--- src/rtl/csmabo_pkg.sv ---
// Shared types, constants and helpers for the CSMA/CA backoff controller.
package csmabo_pkg;

  localparam int RANDOM_BITS = 10;  // width of the random word and of the slot counter
  localparam int CW_MIN_EXP  = 3;   // smallest contention window exponent
  localparam int CFG_IDX_W   = 3;
  localparam int CFG_DATA_W  = 16;
  localparam int NTX_W       = 6;
  localparam int RETRY_W     = 4;
  localparam int EXP_W       = 5;   // wide enough for retry count plus the minimum exponent

  localparam logic [RETRY_W-1:0] RETRY_MAX = '1;

  // configuration register indexes
  localparam logic [CFG_IDX_W-1:0] CFG_DIFS_TICKS      = 3'd0;
  localparam logic [CFG_IDX_W-1:0] CFG_CW_MAX_EXPONENT = 3'd1;
  localparam logic [CFG_IDX_W-1:0] CFG_RETRY_LIMIT     = 3'd2;
  localparam logic [CFG_IDX_W-1:0] CFG_FRAME_TICKS     = 3'd3;
  localparam logic [CFG_IDX_W-1:0] CFG_ACK_WAIT_TICKS  = 3'd4;

  // phase codes as seen on the result channel
  localparam logic [2:0] PHASE_CODE_IDLE    = 3'd0;
  localparam logic [2:0] PHASE_CODE_DIFS    = 3'd1;
  localparam logic [2:0] PHASE_CODE_BACKOFF = 3'd2;
  localparam logic [2:0] PHASE_CODE_TX      = 3'd3;
  localparam logic [2:0] PHASE_CODE_TIMEOUT = 3'd4;
  localparam logic [2:0] PHASE_CODE_ACK     = 3'd5;

  typedef enum logic [5:0] {
    PH_IDLE    = 6'b000001,
    PH_DIFS    = 6'b000010,
    PH_BACKOFF = 6'b000100,
    PH_TX      = 6'b001000,
    PH_TIMEOUT = 6'b010000,
    PH_ACK     = 6'b100000
  } phase_t;

  typedef struct packed {
    logic [7:0]  difs_ticks;
    logic [3:0]  cw_max_exponent;
    logic [3:0]  retry_limit;
    logic [15:0] frame_ticks;
    logic [7:0]  ack_wait_ticks;
  } cfg_t;

  typedef struct packed {
    logic                   medium_busy;
    logic [NTX_W-1:0]       tx_stations;
    logic [RANDOM_BITS-1:0] random_word;
    logic                   new_frame;
  } tick_t;

  typedef struct packed {
    logic [2:0]             phase;
    logic                   is_sending;
    logic                   is_awaiting_ack;
    logic                   backoff_drawn;
    logic                   frame_dropped;
    logic                   collision_seen;
    logic                   frame_delivered;
    logic                   ack_complete;
    logic [RANDOM_BITS-1:0] slots_left;
    logic [RETRY_W-1:0]     retry_value;
  } result_t;

  function automatic logic [2:0] phase_code(input phase_t ph);
    logic [2:0] code;
    unique case (ph)
      PH_IDLE:    code = PHASE_CODE_IDLE;
      PH_DIFS:    code = PHASE_CODE_DIFS;
      PH_BACKOFF: code = PHASE_CODE_BACKOFF;
      PH_TX:      code = PHASE_CODE_TX;
      PH_TIMEOUT: code = PHASE_CODE_TIMEOUT;
      PH_ACK:     code = PHASE_CODE_ACK;
      default:    code = PHASE_CODE_IDLE;
    endcase
    return code;
  endfunction

endpackage

--- src/rtl/csmabo_tick_if.sv ---
// Tick input channel: valid/ready handshake with per-tick channel status.
interface csmabo_tick_if;
  logic                                valid;
  logic                                ready;
  logic                                medium_busy;
  logic [csmabo_pkg::NTX_W-1:0]        tx_stations;
  logic [csmabo_pkg::RANDOM_BITS-1:0]  random_word;
  logic                                new_frame;

  modport source (output valid, medium_busy, tx_stations, random_word, new_frame,
                  input ready);
  modport sink   (input valid, medium_busy, tx_stations, random_word, new_frame,
                  output ready);
endinterface

--- src/rtl/csmabo_result_if.sv ---
// Result channel: valid/ready handshake with the per-tick station status.
interface csmabo_result_if;
  logic                                valid;
  logic                                ready;
  logic [2:0]                          phase;
  logic                                is_sending;
  logic                                is_awaiting_ack;
  logic                                backoff_drawn;
  logic                                frame_dropped;
  logic                                collision_seen;
  logic                                frame_delivered;
  logic                                ack_complete;
  logic [csmabo_pkg::RANDOM_BITS-1:0]  slots_left;
  logic [csmabo_pkg::RETRY_W-1:0]      retry_value;

  modport source (output valid, phase, is_sending, is_awaiting_ack, backoff_drawn,
                  frame_dropped, collision_seen, frame_delivered, ack_complete,
                  slots_left, retry_value, input ready);
  modport sink   (input valid, phase, is_sending, is_awaiting_ack, backoff_drawn,
                  frame_dropped, collision_seen, frame_delivered, ack_complete,
                  slots_left, retry_value, output ready);
endinterface

--- src/rtl/csmabo_cfg_if.sv ---
// Configuration write channel: register index and write data.
interface csmabo_cfg_if;
  logic                               valid;
  logic                               ready;
  logic [csmabo_pkg::CFG_IDX_W-1:0]   index;
  logic [csmabo_pkg::CFG_DATA_W-1:0]  data;

  modport source (output valid, index, data, input ready);
  modport sink   (input valid, index, data, output ready);
endinterface

--- src/rtl/csmabo_cfg_regs.sv ---
// Configuration register file, written through the configuration channel.
module csmabo_cfg_regs (
  input  logic                clk,
  input  logic                rst,
  csmabo_cfg_if.sink          cfg,
  output csmabo_pkg::cfg_t    regs
);

  assign cfg.ready = 1'b1;

  always_ff @(posedge clk) begin
    if (rst) begin
      regs.difs_ticks      <= 8'd2;
      regs.cw_max_exponent <= 4'd10;
      regs.retry_limit     <= 4'd6;
      regs.frame_ticks     <= 16'd10;
      regs.ack_wait_ticks  <= 8'd1;
    end else if (cfg.valid && cfg.ready) begin
      unique case (cfg.index)
        csmabo_pkg::CFG_DIFS_TICKS:      regs.difs_ticks      <= cfg.data[7:0];
        csmabo_pkg::CFG_CW_MAX_EXPONENT: regs.cw_max_exponent <= cfg.data[3:0];
        csmabo_pkg::CFG_RETRY_LIMIT:     regs.retry_limit     <= cfg.data[3:0];
        csmabo_pkg::CFG_FRAME_TICKS:     regs.frame_ticks     <= cfg.data;
        csmabo_pkg::CFG_ACK_WAIT_TICKS:  regs.ack_wait_ticks  <= cfg.data[7:0];
        default: ;
      endcase
    end
  end

endmodule

--- src/rtl/csmabo_core.sv ---
// Station state machine, timers and next-state logic for one tick.
module csmabo_core #(
  parameter int TIMER_BITS = 16
) (
  input  logic                  clk,
  input  logic                  rst,
  input  logic                  advance,
  input  csmabo_pkg::tick_t     tick,
  input  csmabo_pkg::cfg_t      cfg,
  output csmabo_pkg::result_t   res
);

  localparam int RB = csmabo_pkg::RANDOM_BITS;
  localparam int RW = csmabo_pkg::RETRY_W;
  localparam int EW = csmabo_pkg::EXP_W;

  csmabo_pkg::phase_t phase, phase_next;
  logic [7:0]            difs_left, difs_left_next;
  logic [RB-1:0]         backoff_left, backoff_left_next;
  logic [RB-1:0]         paused_slots, paused_slots_next;
  logic [TIMER_BITS-1:0] tx_left, tx_left_next;
  logic [7:0]            timeout_left, timeout_left_next;
  logic [8:0]            ack_left, ack_left_next;
  logic [RW-1:0]         retry_cnt, retry_cnt_next;
  logic                  frame_pending, frame_pending_next;

  logic                  pending;
  logic [7:0]            difs_dec;
  logic [RB-1:0]         backoff_dec;
  logic [TIMER_BITS-1:0] tx_dec;
  logic [7:0]            timeout_dec;
  logic [8:0]            ack_dec;
  logic [EW-1:0]         exp_sel;
  logic [RB-1:0]         cw_mask;
  logic [RB-1:0]         draw;
  logic                  drawn, dropped, coll, deliv, ackc;

  // contention window exponent: min(retry + 3, cw_max_exponent, RANDOM_BITS)
  always_comb begin
    exp_sel = EW'(retry_cnt) + EW'(csmabo_pkg::CW_MIN_EXP);
    if (exp_sel > EW'(cfg.cw_max_exponent)) exp_sel = EW'(cfg.cw_max_exponent);
    if (exp_sel > EW'(RB)) exp_sel = EW'(RB);
    for (int i = 0; i < RB; i++) begin
      cw_mask[i] = (EW'(i) < exp_sel);
    end
  end

  assign pending     = frame_pending | tick.new_frame;
  assign difs_dec    = difs_left - 8'd1;
  assign backoff_dec = (backoff_left != '0) ? backoff_left - RB'(1) : backoff_left;
  assign tx_dec      = tx_left - TIMER_BITS'(1);
  assign timeout_dec = timeout_left - 8'd1;
  assign ack_dec     = ack_left - 9'd1;
  assign draw        = tick.random_word & cw_mask;

  always_comb begin
    phase_next         = phase;
    difs_left_next     = difs_left;
    backoff_left_next  = backoff_left;
    paused_slots_next  = paused_slots;
    tx_left_next       = tx_left;
    timeout_left_next  = timeout_left;
    ack_left_next      = ack_left;
    retry_cnt_next     = retry_cnt;
    frame_pending_next = pending;
    drawn   = 1'b0;
    dropped = 1'b0;
    coll    = 1'b0;
    deliv   = 1'b0;
    ackc    = 1'b0;

    unique case (phase)
      csmabo_pkg::PH_IDLE: begin
        if (pending && !tick.medium_busy) begin
          phase_next     = csmabo_pkg::PH_DIFS;
          difs_left_next = cfg.difs_ticks;
        end
      end
      csmabo_pkg::PH_DIFS: begin
        if (tick.medium_busy) begin
          phase_next = csmabo_pkg::PH_IDLE;
        end else begin
          difs_left_next = difs_dec;
          if (difs_dec == 8'd0) begin
            if (paused_slots != '0) begin
              // resume the backoff that a busy channel interrupted
              backoff_left_next = paused_slots;
              paused_slots_next = '0;
              phase_next        = csmabo_pkg::PH_BACKOFF;
            end else if (retry_cnt > cfg.retry_limit) begin
              dropped            = 1'b1;
              retry_cnt_next     = '0;
              frame_pending_next = 1'b0;
              phase_next         = csmabo_pkg::PH_IDLE;
            end else begin
              backoff_left_next = draw;
              drawn             = 1'b1;
              if (draw != '0) begin
                phase_next = csmabo_pkg::PH_BACKOFF;
              end else begin
                phase_next   = csmabo_pkg::PH_TX;
                tx_left_next = TIMER_BITS'(cfg.frame_ticks);
              end
            end
          end
        end
      end
      csmabo_pkg::PH_BACKOFF: begin
        if (tick.medium_busy) begin
          paused_slots_next = backoff_left;
          phase_next        = csmabo_pkg::PH_IDLE;
        end else begin
          backoff_left_next = backoff_dec;
          if (backoff_dec == '0) begin
            phase_next   = csmabo_pkg::PH_TX;
            tx_left_next = TIMER_BITS'(cfg.frame_ticks);
          end
        end
      end
      csmabo_pkg::PH_TX: begin
        tx_left_next = tx_dec;
        if (tx_dec == '0 && tick.tx_stations == csmabo_pkg::NTX_W'(1)) begin
          deliv              = 1'b1;
          retry_cnt_next     = '0;
          frame_pending_next = 1'b0;
          paused_slots_next  = '0;
          phase_next         = csmabo_pkg::PH_ACK;
          ack_left_next      = 9'(cfg.ack_wait_ticks) + 9'd1;
        end else if (tx_dec == TIMER_BITS'(1) &&
                     tick.tx_stations > csmabo_pkg::NTX_W'(1)) begin
          coll = 1'b1;
          if (retry_cnt != csmabo_pkg::RETRY_MAX) retry_cnt_next = retry_cnt + RW'(1);
          frame_pending_next = 1'b1;
          paused_slots_next  = '0;
          phase_next         = csmabo_pkg::PH_TIMEOUT;
          timeout_left_next  = cfg.ack_wait_ticks;
        end
      end
      csmabo_pkg::PH_TIMEOUT: begin
        timeout_left_next = timeout_dec;
        if (timeout_dec == 8'd0) phase_next = csmabo_pkg::PH_IDLE;
      end
      csmabo_pkg::PH_ACK: begin
        ack_left_next = ack_dec;
        if (ack_dec == 9'd0) begin
          ackc               = 1'b1;
          retry_cnt_next     = '0;
          frame_pending_next = 1'b0;
          paused_slots_next  = '0;
          phase_next         = csmabo_pkg::PH_IDLE;
        end
      end
      default: phase_next = csmabo_pkg::PH_IDLE;
    endcase
  end

  always_comb begin
    res.phase           = csmabo_pkg::phase_code(phase_next);
    res.is_sending      = (phase_next == csmabo_pkg::PH_TX);
    res.is_awaiting_ack = (phase_next == csmabo_pkg::PH_ACK);
    res.backoff_drawn   = drawn;
    res.frame_dropped   = dropped;
    res.collision_seen  = coll;
    res.frame_delivered = deliv;
    res.ack_complete    = ackc;
    res.slots_left      = backoff_left_next;
    res.retry_value     = retry_cnt_next;
  end

  always_ff @(posedge clk) begin
    if (rst) begin
      phase         <= csmabo_pkg::PH_IDLE;
      difs_left     <= '0;
      backoff_left  <= '0;
      paused_slots  <= '0;
      tx_left       <= '0;
      timeout_left  <= '0;
      ack_left      <= '0;
      retry_cnt     <= '0;
      frame_pending <= 1'b1;
    end else if (advance) begin
      phase         <= phase_next;
      difs_left     <= difs_left_next;
      backoff_left  <= backoff_left_next;
      paused_slots  <= paused_slots_next;
      tx_left       <= tx_left_next;
      timeout_left  <= timeout_left_next;
      ack_left      <= ack_left_next;
      retry_cnt     <= retry_cnt_next;
      frame_pending <= frame_pending_next;
    end
  end

endmodule

--- src/rtl/csma_ca_station_backoff_fsm_top.sv ---
// Top level of the CSMA/CA station access controller with binary exponential backoff.
//
//   port       | dir  | content
//   -----------+------+--------------------------------------------------------
//   tick_in    | sink | one slot tick: busy flag, transmitter count, random, new frame
//   result_out | src  | one status word per tick: phase, event flags, slots, retries
//   cfg        | sink | register writes: index 0..4, always ready
//
// One tick per clock while the result channel accepts results. A tick is held in the input
// register; the state update and its result are computed from it and land in the result
// register. Both stages advance together when the result register is free or being taken;
// while a result waits, one more tick is still taken into an empty input register.
// Reset (synchronous) puts the station in idle with a frame pending and all timers zero.
module csma_ca_station_backoff_fsm_top #(
  parameter int TIMER_BITS = 16
) (
  input  logic               clk,
  input  logic               rst,
  csmabo_tick_if.sink        tick_in,
  csmabo_result_if.source    result_out,
  csmabo_cfg_if.sink         cfg
);

  csmabo_pkg::cfg_t    cfg_regs;
  csmabo_pkg::tick_t   s1_tick;
  logic                s1_valid;
  csmabo_pkg::result_t s2_res;
  logic                s2_valid;
  csmabo_pkg::result_t core_res;
  logic                s2_load;
  logic                advance;

  assign s2_load       = !s2_valid || result_out.ready;
  assign advance       = s1_valid && s2_load;
  assign tick_in.ready = !s1_valid || s2_load;

  csmabo_cfg_regs u_cfg (
    .clk  (clk),
    .rst  (rst),
    .cfg  (cfg),
    .regs (cfg_regs)
  );

  csmabo_core #(
    .TIMER_BITS (TIMER_BITS)
  ) u_core (
    .clk     (clk),
    .rst     (rst),
    .advance (advance),
    .tick    (s1_tick),
    .cfg     (cfg_regs),
    .res     (core_res)
  );

  always_ff @(posedge clk) begin
    if (rst) begin
      s1_valid <= 1'b0;
    end else if (tick_in.ready) begin
      s1_valid <= tick_in.valid;
    end
  end

  always_ff @(posedge clk) begin
    if (tick_in.valid && tick_in.ready) begin
      s1_tick.medium_busy <= tick_in.medium_busy;
      s1_tick.tx_stations <= tick_in.tx_stations;
      s1_tick.random_word <= tick_in.random_word;
      s1_tick.new_frame   <= tick_in.new_frame;
    end
  end

  always_ff @(posedge clk) begin
    if (rst) begin
      s2_valid <= 1'b0;
    end else if (s2_load) begin
      s2_valid <= s1_valid;
    end
  end

  always_ff @(posedge clk) begin
    if (advance) begin
      s2_res <= core_res;
    end
  end

  assign result_out.valid           = s2_valid;
  assign result_out.phase           = s2_res.phase;
  assign result_out.is_sending      = s2_res.is_sending;
  assign result_out.is_awaiting_ack = s2_res.is_awaiting_ack;
  assign result_out.backoff_drawn   = s2_res.backoff_drawn;
  assign result_out.frame_dropped   = s2_res.frame_dropped;
  assign result_out.collision_seen  = s2_res.collision_seen;
  assign result_out.frame_delivered = s2_res.frame_delivered;
  assign result_out.ack_complete    = s2_res.ack_complete;
  assign result_out.slots_left      = s2_res.slots_left;
  assign result_out.retry_value     = s2_res.retry_value;

  // a buffered tick always reaches the result register when that is empty
  a_stage_moves: assert property (@(posedge clk) disable iff (rst)
    s1_valid && !s2_valid |=> s2_valid)
    else $error("buffered tick did not advance to result register");

  // a tick carries at most one event
  a_one_event: assert property (@(posedge clk) disable iff (rst)
    s2_valid |-> $onehot0({s2_res.backoff_drawn, s2_res.frame_dropped,
                           s2_res.collision_seen, s2_res.frame_delivered,
                           s2_res.ack_complete}))
    else $error("more than one event flagged in one tick");

  a_collision_timeout: assert property (@(posedge clk) disable iff (rst)
    s2_valid && s2_res.collision_seen |->
      s2_res.phase == csmabo_pkg::PHASE_CODE_TIMEOUT && s2_res.retry_value != '0)
    else $error("collision without timeout or retry increment");

  a_delivery_ack: assert property (@(posedge clk) disable iff (rst)
    s2_valid && s2_res.frame_delivered |->
      s2_res.is_awaiting_ack && s2_res.retry_value == '0)
    else $error("delivery did not enter ACK wait with cleared retries");

endmodule
--- src/flat_wrapper.sv ---
// flat-port wrapper written by rule: the top's interface ports become plain ports
module csma_ca_station_backoff_fsm_top_flat 
#(
  parameter int TIMER_BITS = 16
)
  (clk, rst, tick_in_valid, tick_in_medium_busy, tick_in_tx_stations, tick_in_random_word, tick_in_new_frame, tick_in_ready, result_out_valid, result_out_phase, result_out_is_sending, result_out_is_awaiting_ack, result_out_backoff_drawn, result_out_frame_dropped, result_out_collision_seen, result_out_frame_delivered, result_out_ack_complete, result_out_slots_left, result_out_retry_value, result_out_ready, cfg_valid, cfg_index, cfg_data, cfg_ready);
  csmabo_tick_if tick_in_i ();
  csmabo_result_if result_out_i ();
  csmabo_cfg_if cfg_i ();
  input  logic clk;
  input  logic rst;
  input wire logic [$bits(tick_in_i.valid)-1:0] tick_in_valid;
  input wire logic [$bits(tick_in_i.medium_busy)-1:0] tick_in_medium_busy;
  input wire logic [$bits(tick_in_i.tx_stations)-1:0] tick_in_tx_stations;
  input wire logic [$bits(tick_in_i.random_word)-1:0] tick_in_random_word;
  input wire logic [$bits(tick_in_i.new_frame)-1:0] tick_in_new_frame;
  output wire logic [$bits(tick_in_i.ready)-1:0] tick_in_ready;
  output wire logic [$bits(result_out_i.valid)-1:0] result_out_valid;
  output wire logic [$bits(result_out_i.phase)-1:0] result_out_phase;
  output wire logic [$bits(result_out_i.is_sending)-1:0] result_out_is_sending;
  output wire logic [$bits(result_out_i.is_awaiting_ack)-1:0] result_out_is_awaiting_ack;
  output wire logic [$bits(result_out_i.backoff_drawn)-1:0] result_out_backoff_drawn;
  output wire logic [$bits(result_out_i.frame_dropped)-1:0] result_out_frame_dropped;
  output wire logic [$bits(result_out_i.collision_seen)-1:0] result_out_collision_seen;
  output wire logic [$bits(result_out_i.frame_delivered)-1:0] result_out_frame_delivered;
  output wire logic [$bits(result_out_i.ack_complete)-1:0] result_out_ack_complete;
  output wire logic [$bits(result_out_i.slots_left)-1:0] result_out_slots_left;
  output wire logic [$bits(result_out_i.retry_value)-1:0] result_out_retry_value;
  input wire logic [$bits(result_out_i.ready)-1:0] result_out_ready;
  input wire logic [$bits(cfg_i.valid)-1:0] cfg_valid;
  input wire logic [$bits(cfg_i.index)-1:0] cfg_index;
  input wire logic [$bits(cfg_i.data)-1:0] cfg_data;
  output wire logic [$bits(cfg_i.ready)-1:0] cfg_ready;
  assign tick_in_i.valid = tick_in_valid;
  assign tick_in_i.medium_busy = tick_in_medium_busy;
  assign tick_in_i.tx_stations = tick_in_tx_stations;
  assign tick_in_i.random_word = tick_in_random_word;
  assign tick_in_i.new_frame = tick_in_new_frame;
  assign tick_in_ready = tick_in_i.ready;
  assign result_out_valid = result_out_i.valid;
  assign result_out_phase = result_out_i.phase;
  assign result_out_is_sending = result_out_i.is_sending;
  assign result_out_is_awaiting_ack = result_out_i.is_awaiting_ack;
  assign result_out_backoff_drawn = result_out_i.backoff_drawn;
  assign result_out_frame_dropped = result_out_i.frame_dropped;
  assign result_out_collision_seen = result_out_i.collision_seen;
  assign result_out_frame_delivered = result_out_i.frame_delivered;
  assign result_out_ack_complete = result_out_i.ack_complete;
  assign result_out_slots_left = result_out_i.slots_left;
  assign result_out_retry_value = result_out_i.retry_value;
  assign result_out_i.ready = result_out_ready;
  assign cfg_i.valid = cfg_valid;
  assign cfg_i.index = cfg_index;
  assign cfg_i.data = cfg_data;
  assign cfg_ready = cfg_i.ready;
  csma_ca_station_backoff_fsm_top #(.TIMER_BITS(TIMER_BITS)) u_core (.clk(clk), .rst(rst), .tick_in(tick_in_i), .result_out(result_out_i), .cfg(cfg_i));
endmodule
--- config.mk ---
export PLATFORM = sky130hd
export DESIGN_NAME = csma_ca_station_backoff_fsm_top_flat
export DESIGN_NICKNAME = d
export VERILOG_FILES = /design/src/rtl/csmabo_pkg.sv /design/src/rtl/csmabo_tick_if.sv /design/src/rtl/csmabo_result_if.sv /design/src/rtl/csmabo_cfg_if.sv /design/src/rtl/csmabo_cfg_regs.sv /design/src/rtl/csmabo_core.sv /design/src/rtl/csma_ca_station_backoff_fsm_top.sv /design/src/flat_wrapper.sv
export SDC_FILE = /design/constraint.sdc
export NUM_CORES = 1
export LEC_CHECK = 0
export BUFFER_PORTS_ARGS = -buffer_cell sky130_fd_sc_hd__clkbuf_2
export CAP_MARGIN = 20
export CORE_MARGIN = 10
export CORE_UTILIZATION = 34
export CTS_BUF_LIST = sky130_fd_sc_hd__clkbuf_8
export DETAILED_ROUTE_END_ITERATION = 8
export PLACE_DENSITY_LB_ADDON = 0.05
export SLEW_MARGIN = 25
export SYNTH_ARGS = -nofsm -noshare
export SYNTH_HDL_FRONTEND = slang
export SYNTH_HIERARCHICAL = 1
export SYNTH_SLANG_ARGS = --single-unit
--- constraint.sdc ---
create_clock -name clk -period 11.5 [get_ports clk]
set_input_delay 2.3 -clock clk [delete_from_list [all_inputs] [get_ports clk]]
set_output_delay 2.3 -clock clk [all_outputs]
set_load 0.05 [all_outputs]
==> flow_metrics.tcl, run 1 <==
set metrics [dict create \
    status "complete, no violations" \
    diodes 0 \
    drt_iter0_drc 790 \
    end_kind "output port" \
    dieArea_mm2 0.0345 \
    wl_mm 27.9 \
    required_ns 9.20 \
    worst-slew-pin-transition_ns 0.912 \
    clock.fmax_mhz 196 \
    drc_errors 0 \
    ctsLongestPathBuffers 2 \
    grt_pass1_wl_mm 44.2 \
    port_buffers 67 \
    maxSlewHeadroom_pct 39.2 \
    grt_start_max_net_pins 85 \
    ys_warn_count 6 \
    clk-insertion-delay-late_ns 0.46 \
    clock-sinks 156 \
    hold_viol_final 0 \
    synthesis.area_mm2 0.00935 \
    min_period_ns 5.09 \
    path_class "in -> out" \
    holdBufCountCts 0 \
    cp.arrival_ns 2.79 \
    irDropWorstVdd_v 0.0000526 \
    cts-resized-gates 0 \
    synth-edff-count 42 \
    async_flop_share_pct 0 \
    area_growth_pct 9.47 \
    antenna_found_initial 0 \
    avgSynthCellArea_um2 8.49 \
    post-route-period-util_pct 44.3 \
    core_mm2 0.0270 \
    ys_ff_latch 156 \
    slew_violations 0 \
    seqCellArea_mm2 0.00354 \
    p_comb_share_pct 8.9 \
    p_clk_share_pct 39.6 \
    die_w_um 186 \
    setup-violations-final 0 \
    layout-drive-gt1-share_pct 13.0 \
    io_pins 69 \
    synth_ff_type "dfxtp_1" \
    setup_tns_ns 0 \
    switching_share_pct 27.1 \
    max_cap_viol_count 0 \
    die_y_um 186 \
    routed_via_density 5.43 \
    placed_area_mm2 0.00980 \
    critPathLaunchType "input pin" \
    dp.final_hpwl_mm 19.6 \
    p_leak_nw 3.81 \
    p_sw_mw 0.309 \
    grt_overflow_total 0 \
    syn_inst 1102 \
    stdcell_area_mm2 0.0102 \
    internal_power_mw 0.833 \
    cts_tree "done" \
    drt-wirelength-per-cell_um 19.0 \
    p_seq_share_pct 51.5 \
    cts_inserted_buffers 17 \
    multi_input_area_mm2 0.00532 \
    first_global_vias 7652 \
    firstDrtPassIters 5 \
    p_per_area_mw_per_mm2 112 \
    final_nets 1179 \
    synth_cell_types 94 \
    seq_area_frac_synth_pct 37.9 \
    num_vias 7982 \
    post_cts.repair.setup_buffers 0 \
    cts_htree_levels 4 \
    num_rows 60 \
    clock_skew_ns 0.0205 \
    cp_max_fo 3 \
    rsz0062_at_grt "no" \
    syn_nets 1165 \
    cts_root_buf "clkbuf_8" \
    hold_path.class "reg -> reg" \
    grtUsageTotal_pct 16.2 \
    start_util_pct 34.6 \
    place_congestion 0.849 \
    clk_pin_slew_ns 0.08 \
    ant_nets 0 \
    fillers 2802 \
]
==> cells in the final DEF, fill, tap and decap left out, types with 33 or more instances in the layout <==
cell,n
clkbuf_2,66
nor2_1,115
nand3_1,37
mux2i_1,49
nand2b_1,66
inv_1,35
dfxtp_1,114
a21oi_1,84
edfxtp_1,42
nor3_1,33
o21ai_0,64
nand2_1,82
==> area by class of cell <==
cell class | count | area share, %
flip-flops and latches | 156 | 34.6
repair buffers | 75 | 3.89
multi-input cells | 830 | 51.9
inverters | 36 | 1.32
well taps | 341 | 4.17
clock inverters | 14 | 1.66
clock buffers | 18 | 2.42
==> power groups by stage <==
stage / registers [mW] / clock network [mW] / logic, mW
global route: 0.590 / 0.492 / 0.112
floorplan: 0.608 / 0 / 0.0607
finish: 0.588 / 0.453 / 0.101
detailed placement: 0.601 / 0 / 0.102
global placement: 0.601 / 0 / 0.102
CTS: 0.588 / 0.471 / 0.102
==> metrics by stage <==
stage / setup WS, ns / power [mW] / hold slack [ns] / util [%] / instances
floorplan: 6.65 / 0.669 / 0.449 / - / 1102
global placement: 6.41 / 0.703 / 0.465 / 36.3 / 1438
detailed placement: 6.41 / 0.703 / 0.469 / 36.3 / 1438
CTS: 6.40 / 1.16 / 0.484 / 37.8 / 1470
global route: 6.38 / 1.19 / 0.502 / 37.9 / 1470
finish: 6.41 / 1.14 / 0.480 / 37.9 / 1470
==> cell usage after synthesis (33+ instances only) <==
cell type  number  area (um^2)
nor2_1        115          432
dfxtp_1       114         2280
a21oi_1        84          420
nand2_1        82          308
nand2b_1       66          413
o21ai_0        64          320
clkbuf_1       59          221
mux2i_1        49          490
edfxtp_1       42         1260
nand3_1        37          185
inv_1          34          128
nor3_1         33          165
==> final timing paths <==
path                                                               from                                     to  slack [ns]  cells past startpoint
worst max register to register  u_core/u_core/retry_cnt[0]$_SDFFE_PP0P_  u_core/u_core/tx_left[3]$_SDFFE_PP0P_        7.07                     13
worst min-delay path                 u_core/u_cfg/regs[38]$_SDFFE_PP0P_     u_core/u_cfg/regs[38]$_SDFFE_PP0P_        0.48                      2
worst max-delay path                                   result_out_ready                          tick_in_ready        6.41                      3
worst min register to register       u_core/u_cfg/regs[38]$_SDFFE_PP0P_     u_core/u_cfg/regs[38]$_SDFFE_PP0P_        0.48                      2
==> sequential cells by signal, indices dropped and copies added (netlist names), 8 cells and up <==
signal / flops
u_core/u_cfg/regs: 40
u_core/s1_tick: 18
u_core/u_core/tx_left: 16
u_core/result_out.slots_left: 10
u_core/u_core/backoff_left: 10
u_core/u_core/paused_slots: 10
u_core/u_core/ack_left: 9
u_core/u_core/difs_left: 8
u_core/u_core/timeout_left: 8
==> cell families (layout without fill, tap and decap cells) <==
group | Yosys count | after routing | synth area share (%)
AO/OA/AOI/OAI | 298 | 298 | 21.3
flip-flops | 156 | 156 | 37.9
buffers and inverters | 116 | 143 | 5.43
adder cells (fa/ha/maj) | 21 | 21 | 2.81
multiplexers | 49 | 49 | 5.24
other | 1 | 1 | 0.0401
AND/OR/NAND/NOR | 437 | 437 | 25.1
XOR/XNOR | 24 | 24 | 2.25
==> worst max-delay path, stage by stage <==
cell      delay (ns)
clkbuf_2        0.08
nand3b_4        0.13
clkbuf_2        0.28
==> routing by layer <==
metal | GRT usage, % | part of all wire [%]
met4 | 2.58 | 0.34
met3 | 3.28 | 4.5
met1 | 24.5 | 53
met5 | 0 | 0
met2 | 23.3 | 42
Note: power is estimated with default switching activity, not from simulation.
==> run 2, diff against run 1 <==
==> constraint.sdc (replaced) <==
create_clock -name clk -period 4.4 [get_ports clk]
set_input_delay 0.88 -clock clk [delete_from_list [all_inputs] [get_ports clk]]
set_output_delay 0.88 -clock clk [all_outputs]
set_load 0.05 [all_outputs]
==> run 2 against run 1 <==
Net effect: via count increased by 0.88%; global-route usage increased by 0.57 points; first-iteration DRC count decreased by 13%; sequential share of layout area is 0.25 points lower; power rose to 2.6 times the previous value; utilization is 0.27 points higher; register-to-register slack worse by 6.7 ns; non-clock buffer count up 9; setup slack got worse by 6.0 ns; combinational power rose to 2.7 times the previous value; critical endpoint is now u_core/u_core/tx_left[0]$_SDFFE_PP0P_; highest routed layer unchanged.
==> flow_metrics.tcl, run 2 (same netlist as run 1, synthesis figures left out) <==
set metrics [dict create \
    status "complete, no violations" \
    grt_pass1_wl_mm 45.6 \
    dp.cells 1447 \
    layout_common_cells "nor2_1, dfxtp_1, a21oi_1" \
    ant_nets 0 \
    drc_errors 0 \
    rr_startpoint "u_core/u_core/retry_cnt[1]$_SDFFE_PP0P_" \
    antenna_found_initial 0 \
    dp.final_hpwl_mm 20.5 \
    num_rows 60 \
    reg2reg_setup_slack_ns 0.36 \
    core_mm2 0.0270 \
    drt_iter0_drc 684 \
    post-route-period-util_pct 91.7 \
    end_kind "register" \
    r2r-end "u_core/u_core/tx_left[0]$_SDFFE_PP0P_" \
    wl_mm 28.4 \
    rr_worst_depth 13 \
    hold_end "u_core/u_cfg/regs[10]$_SDFFE_PP0P_" \
    largest_reg_flops 40 \
    holdBufCountCts 0 \
    clk-insertion-delay-late_ns 0.47 \
    clock.fmax_mhz 248 \
    irDropWorstVdd_v 0.000157 \
    worstHoldPathCells 2 \
    rsz0062_at_grt "no" \
    total_power_mw 2.98 \
    slowest_stage "dfxtp_1" \
    path_cells "inv_1, ha_1, inv_1, ha_1, nor2b_1, o211a_1, o21ba_2, or3_1, and3_4, nor4_4, a31oi_4, nand2b_4, o41ai_1" \
    final_common_cell "nor2_1" \
    clock-sinks 156 \
    clk_pin_slew_ns 0.09 \
    hold_path.class "reg -> reg" \
    port_buffers 67 \
    grtUsageTotal_pct 16.8 \
    path_class "reg -> reg" \
    cp.arrival_ns 4.39 \
    grt_overflow_total 0 \
    use_met3_pct 3.08 \
    reg_top3 "u_core/u_cfg/regs (40), u_core/s1_tick (18), u_core/u_core/tx_left (16)" \
    p_per_area_mw_per_mm2 289 \
    area_growth_pct 10.3 \
    slew_violations 0 \
    cp_max_fo 16 \
    drt-wirelength-per-cell_um 19.2 \
    num_vias 8052 \
    min_period_ns 4.04 \
    place_congestion 0.843 \
    hold_start "u_core/u_cfg/regs[10]$_SDFFE_PP0P_" \
    start_util_pct 34.6 \
    cts_root_buf "clkbuf_8" \
    die_w_um 186 \
    firstDrtPassIters 5 \
    required_ns 4.75 \
    cts_tree "done" \
    max_cap_viol_count 0 \
    grt_start_max_net_pins 75 \
    gr-max-usage-layer "met1" \
    gr-usage-met2_pct 24.3 \
    layout-drive-gt1-share_pct 14.1 \
    first_global_vias 7911 \
    cts_inserted_buffers 17 \
    maxSlewHeadroom_pct 48.3 \
    hold_viol_final 0 \
    max_stage_delay_ns 0.49 \
    stdcell_count 1479 \
    largest_register "u_core/u_cfg/regs" \
    dieArea_mm2 0.0345 \
    cts_htree_levels 4 \
    p_leak_nw 3.86 \
    ctsLongestPathBuffers 2 \
    setup-violations-final 0 \
    critPathLaunchType "register" \
    setup_tns_ns 0 \
    crit_buf_inv 2 \
    grt_use_met1_pct 25.1 \
    hold_ws_ns 0.482 \
    cpLargestDelayFamily "simple AND/OR/NAND/NOR gates" \
    diodes 0 \
    io_pins 69 \
    clock_skew_ns 0.0254 \
    die_y_um 186 \
    worst-slew-pin-transition_ns 0.756 \
    routed_via_density 5.44 \
    final_nets 1188 \
]
-- run 2: cell types whose count changed in the layout (fill, tap and decap cells not counted), sizes merged --
cell	before	now
clkinv	8	3
clkinvlp	1	0
clkbuf	84	83
bufinv	3	2
inv	38	46
buf	9	18
-- run 2: tightest hold or removal path, delay by kind of cell (launching register included) --
| family | cells | cell delay [ns] |
|---|---|---|
| flip-flops | 1 | 0.32 |
| AND/OR/NAND/NOR | 1 | 0.06 |
| multiplexers | 1 | 0.06 |
-- run 2: per-layer routing --
layer	wire, um	vias to the layer above
met1	14700	3784
met4	155	0
met2	12000	196
li1	-	4061
met5	0	-
met3	1500	11
-- run 2: where the power goes --
part           total [mW]  switching (mW)  leakage (nW)  internal [mW]
clock network        1.17           0.643         0.213          0.529
registers            1.54          0.0291          1.33           1.51
logic               0.268           0.177          2.32         0.0902
total                2.98           0.849          3.86           2.13
-- run 2: stage by stage --
step / worst slack, ns / instance area, um^2 / util [%]
floorplan: 0.631 / 9350 / -
global placement: 0.290 / 9870 / 36.5
detailed placement: 0.241 / 9870 / 36.5
CTS: 0.198 / 10300 / 38.0
global route: 0.0460 / 10300 / 38.2
finish: 0.364 / 10300 / 38.2
-- run 2: how the worst max path moves through the flow --
stage	from	endpoint	slack, ns	cells past startpoint
2_1_floorplan	u_core/u_core/retry_cnt[0]$_SDFFE_PP0P_	u_core/u_core/tx_left[5]$_SDFFE_PP0P_	0.63	16
3_3_place_gp	u_core/u_core/retry_cnt[1]$_SDFFE_PP0P_	u_core/u_core/tx_left[0]$_SDFFE_PP0P_	0.29	13
3_5_place_dp	u_core/u_core/retry_cnt[1]$_SDFFE_PP0P_	u_core/u_core/tx_left[0]$_SDFFE_PP0P_	0.24	13
4_1_cts	u_core/u_core/retry_cnt[1]$_SDFFE_PP0P_	u_core/u_core/tx_left[0]$_SDFFE_PP0P_	0.20	13
5_1_grt	u_core/u_core/retry_cnt[1]$_SDFFE_PP0P_	u_core/u_core/tx_left[0]$_SDFFE_PP0P_	0.05	13
6_report	u_core/u_core/retry_cnt[1]$_SDFFE_PP0P_	u_core/u_core/tx_left[0]$_SDFFE_PP0P_	0.36	13
-- run 2: area by class of cell --
| cell class | instances | area (um^2) |
|---|---|---|
| fillers | 2826 | 16700 |
| multi-input cells | 830 | 5330 |
| flip-flops and latches | 156 | 3540 |
| repair buffers | 84 | 465 |
| well taps | 341 | 427 |
| clock buffers | 17 | 234 |
| clock inverters | 15 | 175 |
| inverters | 36 | 135 |
-- run 2: repair_timing --
action / 4_1_cts / 5_1_grt
buffers inserted: 0 / 0
gates resized for setup: 0 / 4
setup endpoints to repair: 0 / 16
